`config.mk`:
```
export PLATFORM = sky130hd
export DESIGN_NAME = sikd_ram
export DESIGN_NICKNAME = d
export VERILOG_FILES = /design/src/sv/sketch_index_to_kmer_decoder_defines.svh /design/src/sv/sikd_ram.sv
export SDC_FILE = /design/constraint.sdc
export NUM_CORES = 1
export LEC_CHECK = 0
export BUFFER_PORTS_ARGS = -buffer_cell sky130_fd_sc_hd__clkbuf_2
export CAP_MARGIN = 20
export CORE_MARGIN = 5
export CORE_UTILIZATION = 65
export CTS_CLUSTER_DIAMETER = 200
export DETAILED_ROUTE_END_ITERATION = 16
export GPL_ROUTABILITY_DRIVEN = 1
export PLACE_DENSITY = 0.93
export SLEW_MARGIN = 20
export SYNTH_ARGS = -nofsm -noshare
export SYNTH_HDL_FRONTEND = slang
export SYNTH_SLANG_ARGS = --single-unit
```
`constraint.sdc`:
```
create_clock -name clock -period 2.9 [get_ports clock]
set_input_delay 0.145 -clock clock [delete_from_list [all_inputs] [get_ports clock]]
set_output_delay 0.145 -clock clock [all_outputs]
set_load 0.02 [all_outputs]
```
`src/sv/sketch_index_to_kmer_decoder_defines.svh`:
```
// assertion macros for the sketch index to k-mer decoder
`ifndef SKETCH_INDEX_TO_KMER_DECODER_DEFINES_SVH
`define SKETCH_INDEX_TO_KMER_DECODER_DEFINES_SVH

`ifndef SYNTHESIS

`define SIKD_ASSERT_SAME(label, clk, rst, ante, cons) \
   label: assert property (@(posedge clk) disable iff (rst) (ante) |-> (cons)) \
      else $error("assertion failed");

`define SIKD_ASSERT_NEXT(label, clk, rst, ante, cons) \
   label: assert property (@(posedge clk) disable iff (rst) (ante) |=> (cons)) \
      else $error("assertion failed");

`else

`define SIKD_ASSERT_SAME(label, clk, rst, ante, cons)

`define SIKD_ASSERT_NEXT(label, clk, rst, ante, cons)

`endif

`endif

```
`src/sv/sikd_ram.sv`:
```
// generic single-port-write ram with registered read
module sikd_ram #(
   parameter int WIDTH = 8,
   parameter int DEPTH = 16
) (
   input  logic                     clock,
   input  logic                     wr_en,
   input  logic [$clog2(DEPTH)-1:0] wr_addr,
   input  logic [WIDTH-1:0]         wr_data,
   input  logic                     rd_en,
   input  logic [$clog2(DEPTH)-1:0] rd_addr,
   output logic [WIDTH-1:0]         rd_data
);

   logic [WIDTH-1:0] mem [DEPTH];
   logic [WIDTH-1:0] rd_data_ff;

   always_ff @(posedge clock) begin
      if (wr_en) begin
         mem[wr_addr] <= wr_data;
      end
      if (rd_en) begin
         rd_data_ff <= mem[rd_addr];
      end
   end

   assign rd_data = rd_data_ff;

endmodule
```
; ---- After elaboration in Yosys (flattened, before gate mapping)
; Memories as Yosys holds them, arrays and structs flattened. A register that Yosys moved wholly into a read port is not among the register bits.
; Index checks and enable logic that the tools add are counted.
[classes]
n_mux = 2
[ops]
columns = op, count
row1 = 1-bit 2-to-1 mux, 2
[totals]
inputBits = 19
output_inout_bits = 8
reg_bits = 0
mem_bits_rw = 128
n_memories = 1
[memory_table]
columns = name, words, width, read_ports, rd_clocked_by_memory_dff, wr, line_no
row1 = mem, 16, 8, 1, 1, 1, sikd_ram.sv:15  ; logic [WIDTH-1:0] mem [DEPTH];

; ---- Depth between registers and ports, before layout
; Gate-level depths: netlist of run 1.
[depth]
word_depth = 2
ltp_mapped = 5

; ---- Worst setup path after synthesis of run 1
; No wires, ideal clock.
[synth_timing]
path_kind = input port to flip-flop
startpoint = input wr_addr[2]
endpoint = memory mem[0][0], enable pin
t_required_ps = 2517
cell_stages = 2
n_path_buf = 0
setup_slack_ps = 1262
arrival_time_ps = 1255
path_cell_list = or3b_2 nor3_1
[synth_rtl]
columns = item, line_no
row1 = from (decl), sikd_ram.sv:8  ; input logic [$clog2(DEPTH)-1:0] wr_addr,
row2 = to (decl), sikd_ram.sv:15
; Straight into the memory's write port.

==> flow_metrics.env, run 1 <==
export IMPL_max_vdd_ir_drop_uv=602
export IMPL_first_global_vias=2681
export IMPL_setup_worst_path_start_class="flop"
export IMPL_syn2layout_area_growth_pct=15.1
export IMPL_hold_violations=0
export IMPL_type_of_the_setup_path_with_the_least_slack="reg2reg"
export IMPL_power_frac_comb_pct=4.5
export IMPL_setup_worst_path_end_class="flop"
export IMPL_drt_wirelength_per_cell_um=28.3
export IMPL_synthesis_nets=248
export IMPL_vias=2568
export IMPL_post_cts_resized=0
export IMPL_drt_iter0_markers=316
export IMPL_synth_top_flop_cell="edfxtp_1"
export IMPL_antenna_violations_before_repair=0
export IMPL_reg2reg_slack_ps=1300
export IMPL_route_detailed_vias_per_inst=6.70
export IMPL_worstPathRequired_ps=3150
export IMPL_route_antenna_remaining_nets=0
export IMPL_slew_headroom_pct=28.4
export IMPL_core_rowCount=32
export IMPL_gp_congestion=0.757
export IMPL_power_density_cell_area_nw_per_um2=750
export IMPL_worst_setup_hold_path_clk_slew_ps=60
export IMPL_syn_area_um2=5230
export IMPL_route_final_wire_length_mm=10.8
export IMPL_worstPathMaxFanout=1
export IMPL_max_cap_violations=0
export IMPL_htree_levels=4
export IMPL_synthMostInstantiatedCell="edfxtp_1"
export IMPL_diodes=0
export IMPL_max_freq_mhz=625
export IMPL_power_internal_mw=3.59
export IMPL_grt_max_degree=33
export IMPL_fillCellCount=401
export IMPL_synth_edf_count=136
export IMPL_post_synth_inst_count=229
export IMPL_fp_dieArea_um2=9940
export IMPL_timing_final_crit_share_pct=55.2
export IMPL_clockRootBuffer="clkbuf_8"
export IMPL_grt_util_all_layers_pct=24.3
export IMPL_critical_path_reg2reg_endpoint="rd_data[7]"
export IMPL_r2r_start="mem[3][7]"
export IMPL_cts_repair_timing_setup_buffer_count=0
export IMPL_run_status="completed"
export IMPL_r2r_cells=3
export IMPL_sw_ratio_pct=20.5
export IMPL_power_share_sequential_pct=49.5
export IMPL_worstSetupPathDepth=3
export IMPL_synth_ff_latch_count=136
export IMPL_wire_length_of_the_first_global_routing_pass_mm=16.6
export IMPL_finalWorstSetupSlack_ps=1300
export IMPL_fin_setup_tns_ps=0
export IMPL_yosys_warnings=0
export IMPL_die_x_extent_um=99.7
export IMPL_clockPowerShare_pct=46.0
export IMPL_timing_final_setup_violations=0
export IMPL_timing_critical_path_cells="mux4_2 > a22oi_1 > nand2_1"
export IMPL_dp_worst_setup_slack_ps=1020
export IMPL_synthesis_area_per_instance_um2=22.8
export IMPL_cpMaxStageDelayCell="mux4_2"
export IMPL_critPathLaunch="mem[3][7]"
export IMPL_skew_ps=9.06
export IMPL_synth_commonest_cells="edfxtp_1, mux4_2, a22oi_1"
export IMPL_clock_tree_buffer_depth=2
export IMPL_setup_repair_after_global_routing_missed_its_margin="no"
export IMPL_worstPathBufferInverterCount=0
export IMPL_layout_net_count=289
export IMPL_cts_hold_buffers_added=0
export IMPL_async_flop_share_pct=0
export IMPL_layout_drive_gt1_share_pct=28.5
export IMPL_initial_utilization_pct=67.3
export IMPL_cts_made_buffers=17
export IMPL_largest_area_contributor_in_the_synthesized_netlist="edfxtp_1"
export IMPL_clock_sink_count=136
export IMPL_globalRouteOverflowTotal=0
export IMPL_final_slew_violations=0
export IMPL_chipHeight_um=99.7
export IMPL_netlist_top_cells_area="edfxtp_1, mux4_2, mux4_1"
export IMPL_post_route_drc_count=0
export IMPL_synth_sequential_area_ratio_pct=78.1
export IMPL_power_static_leakage_nw=2.02
export IMPL_worstSetupEndpoint="rd_data[7]"
export IMPL_cp_top_family="multiplexers"
export IMPL_finalWorstPathRequiredPeriod_ps=1600
export IMPL_power_switching_mw=0.924
export IMPL_number_of_port_buffers=26
export IMPL_post_synth_top_area_fraction_pct=78.1
export IMPL_clock_insertion_delay_worst_skew_ps=520
export IMPL_timing_worst_slew_pin_value_ps=1070
export IMPL_cp_data_arrival_time_ps=1850
export IMPL_synthDistinctLibCells=18
export IMPL_cts_tree="done"
export IMPL_dp_final_hpwl_mm=6.35
export IMPL_critPathMaxStageDelay_ps=490
export IMPL_min_path_type="in2reg"
export IMPL_io_pins=27
export IMPL_core_area_um2=7770
export IMPL_detail_route_first_pass_iterations=5
## routing by layer
metal  vias to the layer above  track usage, %  wire length (µm)
li1                       1065               -                 -
met1                      1318            34.6              4300
met4                         0            9.56               189
met5                         -               0                 0
met2                       170            35.9              5300
met3                        15            7.50              1040
## logic make-up after synthesis
group / after synthesis / share of synthesized area (%)
flip-flops: 136 / 78.1
AND/OR/NAND/NOR: 35 / 3.14
multiplexers: 32 / 14.8
AO/OA/AOI/OAI: 16 / 2.30
buffers and inverters: 10 / 1.65
## layout by cell type, fill, tap and decap left out
| master | count |
|---|---|
| and2b_1 | 1 |
| nand3_1 | 1 |
| clkinv_1 | 1 |
| edfxtp_1 | 136 |
| nor3_1 | 4 |
| a22oi_1 | 16 |
| nor2_1 | 13 |
| clkinvlp_4 | 3 |
| clkbuf_8 | 1 |
| clkinv_2 | 3 |
| nand2b_1 | 2 |
| mux4_1 | 14 |
| clkbuf_2 | 26 |
| buf_4 | 6 |
| nand2_1 | 9 |
| mux4_2 | 18 |
| and2_1 | 1 |
| nand3b_1 | 2 |
| clkbuf_16 | 16 |
| clkinv_4 | 3 |
| bufinv_16 | 3 |
| nor2b_1 | 1 |
| or3b_2 | 1 |
## metrics by stage
step	std cells	cell area (µm²)	total power [mW]	util, %	hold slack [ps]
2_1_floorplan	229	5230	2.39	-	244
6_report	383	6020	4.51	77.4	34.7
3_5_place_dp	353	5440	2.47	70.1	567
5_1_grt	383	6020	4.66	77.4	16.3
3_3_place_gp	353	5440	2.46	70.1	538
4_1_cts	383	6020	4.52	77.4	17.1
## worst min-delay path by stage
| stage | start | cells after the start | slack, ps | endpoint |
|---|---|---|---|---|
| after global routing | rd_en | 1 | 20 | rd_data[3] |
| after global placement | wr_data[1] | 1 | 540 | mem[14][1] |
| after CTS | rd_en | 1 | 20 | rd_data[3] |
| after floorplan | wr_data[0] | 0 | 240 | mem[0][0] |
| after detailed placement | rd_en | 1 | 570 | rd_data[2] |
| final | rd_en | 1 | 30 | rd_data[3] |
## final cells by class
type                            count  area (µm²)  share of cell area [%]
Clock buffer                       17         414                    6.88
Tap cell                          102         128                    2.12
Multi-Input combinational cell     83        1060                    17.6
Timing Repair Buffer               32         175                    2.91
Clock inverter                     13         158                    2.62
Sequential cell                   136        4080                    67.9
## flip-flops by register name (all words and copies together), names as in the netlist
register	count
mem	128
rd_data	8
## power groups by stage
stage	Clock (mW)	Sequential, mW	Combinational (mW)
after floorplan	0	2.28	0.112
after global placement	0	2.27	0.194
after detailed placement	0	2.27	0.201
after CTS	2.09	2.23	0.206
after global routing	2.21	2.23	0.222
final	2.08	2.23	0.205
## worst reg2reg max path, stage by stage (launching register included)
cell,delay [ps]
edfxtp_1,390
mux4_2,490
a22oi_1,350
nand2_1,110
Note: power is estimated with default switching activity, not from simulation.
==> run 2: changes to the inputs <==
--- a/config.mk
+++ b/config.mk
@@ -8,11 +8,11 @@
 export BUFFER_PORTS_ARGS = -buffer_cell sky130_fd_sc_hd__clkbuf_2
 export CAP_MARGIN = 20
 export CORE_MARGIN = 5
-export CORE_UTILIZATION = 65
+export CORE_UTILIZATION = 54
 export CTS_CLUSTER_DIAMETER = 200
 export DETAILED_ROUTE_END_ITERATION = 16
 export GPL_ROUTABILITY_DRIVEN = 1
-export PLACE_DENSITY = 0.93
+export PLACE_DENSITY = 0.83
 export SLEW_MARGIN = 20
 export SYNTH_ARGS = -nofsm -noshare
 export SYNTH_HDL_FRONTEND = slang
==> constraint.sdc (replaced) <==
create_clock -name clock -period 1.4 [get_ports clock]
set_input_delay 0.07 -clock clock [delete_from_list [all_inputs] [get_ports clock]]
set_output_delay 0.07 -clock clock [all_outputs]
set_load 0.02 [all_outputs]
==> run 2 against run 1 <==
Compared with the run above:
- the run now ends with negative setup slack left
- final cell count up 16%
- fmax up 11%
- clock power up 100%
- first-iteration DRC count down 9.2%
- final area up 5.4%
- count of clock-buffer cells in the layout up 1
- flip-flop and latch count unchanged
- largest cell class unchanged
- largest power group unchanged
==> flow_metrics.env, run 2 (synthesis gave the netlist of run 1 again) <==
export IMPL_setup_worst_path_start_class="flop"
export IMPL_route_antenna_remaining_nets=0
export IMPL_largest_reg_flops=128
export IMPL_wire_length_of_the_first_global_routing_pass_mm=16.8
export IMPL_fillCellCount=594
export IMPL_die_x_extent_um=108
export IMPL_run_status="finished with violations"
export IMPL_max_vdd_ir_drop_uv=906
export IMPL_layout_drive_gt1_share_pct=39.9
export IMPL_final_common_cell="edfxtp_1"
export IMPL_globalRouteOverflowTotal=0
export IMPL_initial_utilization_pct=54.5
export IMPL_cts_made_buffers=17
export IMPL_drt_iter0_markers=287
export IMPL_worstPathMaxFanout=1
export IMPL_cts_tree="done"
export IMPL_post_route_drc_count=0
export IMPL_finalWorstSetupSlack_ps=-43.3
export IMPL_final_cell_mix="edfxtp_1, mux4_2, clkbuf_2"
export IMPL_power_density_cell_area_nw_per_um2=1480
export IMPL_dp_worst_setup_slack_ps=-212
export IMPL_r2r_cells=3
export IMPL_clockRootBuffer="clkbuf_8"
export IMPL_setup_worst_path_end_class="flop"
export IMPL_slew_headroom_pct=39.9
export IMPL_vias=2587
export IMPL_hold_violations=0
export IMPL_cp_data_arrival_time_ps=1700
export IMPL_dp_final_hpwl_mm=6.62
export IMPL_syn2layout_area_growth_pct=21.3
export IMPL_htree_levels=4
export IMPL_grt_util_all_layers_pct=20.7
export IMPL_type_of_the_setup_path_with_the_least_slack="reg2reg"
export IMPL_critical_path_reg2reg_endpoint="rd_data[0]"
export IMPL_final_slew_violations=0
export IMPL_timing_final_crit_share_pct=103
export IMPL_violated_checks="negative setup slack"
export IMPL_diodes=0
export IMPL_setup_repair_after_global_routing_missed_its_margin="yes"
export IMPL_max_cap_violations=0
export IMPL_clock_sink_count=136
export IMPL_skew_ps=7.21
export IMPL_gp_congestion=0.728
export IMPL_finalWorstPathRequiredPeriod_ps=1440
export IMPL_grt_max_degree=18
export IMPL_power_static_leakage_nw=2.14
export IMPL_layout_net_count=317
export IMPL_antenna_violations_before_repair=0
export IMPL_chipHeight_um=108
export IMPL_detailed_place_area_um2=5690
export IMPL_reg2reg_slack_ps=-40
export IMPL_min_path_type="in2reg"
export IMPL_route_detailed_vias_per_inst=5.83
export IMPL_stdcell_count=444
export IMPL_max_flop_register="mem"
export IMPL_timing_worst_slew_pin_value_ps=898
export IMPL_drt_wirelength_per_cell_um=24.6
export IMPL_area_of_all_placed_cells_without_fillers_um2=6340
export IMPL_route_final_wire_length_mm=10.9
export IMPL_worstPathRequired_ps=1660
export IMPL_io_pins=27
export IMPL_worst_setup_hold_path_clk_slew_ps=60
export IMPL_worstSetupEndpoint="rd_data[0]"
export IMPL_number_of_port_buffers=26
export IMPL_timing_final_setup_violations=5
export IMPL_core_area_um2=9590
export IMPL_critPathLaunch="mem[11][0]"
export IMPL_core_rowCount=36
export IMPL_first_global_vias=2745
export IMPL_max_freq_mhz=693
export IMPL_placedCellCount=404
export IMPL_r2r_start="mem[11][0]"
export IMPL_fp_dieArea_um2=11700
export IMPL_final_hold_worst_slack_ps=20.5
export IMPL_clock_insertion_delay_worst_skew_ps=520
export IMPL_clock_tree_buffer_depth=2
export IMPL_detail_route_first_pass_iterations=5
-- run 2: area by class of cell --
type                    count  area, µm²  area share, %
flip-flops and latches    136       4080           64.4
multi-input cells          83       1060           16.7
repair buffers             60        455           7.18
clock buffers              18        418           6.59
well taps                 133        166           2.62
clock inverters            14        158           2.49
-- run 2: metal layers --
metal  vias to the layer above  global-route usage [%]  share of wire, %
met5                         -                       0                 0
met4                         0                    7.57               1.8
met3                        19                    5.37               7.6
met2                       133                    33.3                51
met1                      1323                    27.7                40
li1                       1112                       -                 -
-- run 2: critical path, cell delays in order (launching register included) --
cell and delay (ps):
edfxtp_1 390, mux4_2 520, a22oi_2 190, nand2_1 90
-- run 2: repair_timing --
action | CTS | global route
hold buffers | 8 | 0
resized for setup | 17 | 5
pin swaps | 5 | 5
endpoints found under the hold margin | 103 | 0
setup buffers | 0 | 0
gates cloned | 0 | 0
endpoints found under the setup margin | 8 | 8
-- run 2: how the worst min path moves through the flow --
stage / end / slack [ps] / depth (start not counted) / startpoint
after floorplan: mem[0][0] / 170 / 0 / wr_data[0]
final: mem[10][1] / 20 / 1 / wr_data[1]
after global placement: mem[13][2] / 460 / 1 / wr_data[2]
after global routing: mem[2][1] / 20 / 1 / wr_data[1]
after CTS: mem[10][1] / 6 / 1 / wr_data[1]
after detailed placement: rd_data[5] / 460 / 1 / rd_en
-- run 2: power by group --
part           switching, mW  total [mW]  internal, mW
Clock                   1.56        4.25          2.69
Sequential            0.0276        4.62          4.59
Combinational          0.286       0.508         0.222
-- run 2: per-stage QoR --
step | power [mW] | util, % | TNS (ps)
floorplan | 4.95 | - | 0
global placement | 5.13 | 59.3 | -1000
detailed placement | 5.16 | 59.3 | -1340
CTS | 9.44 | 66.1 | -139
global route | 9.68 | 66.1 | -401
finish | 9.38 | 66.1 | -137
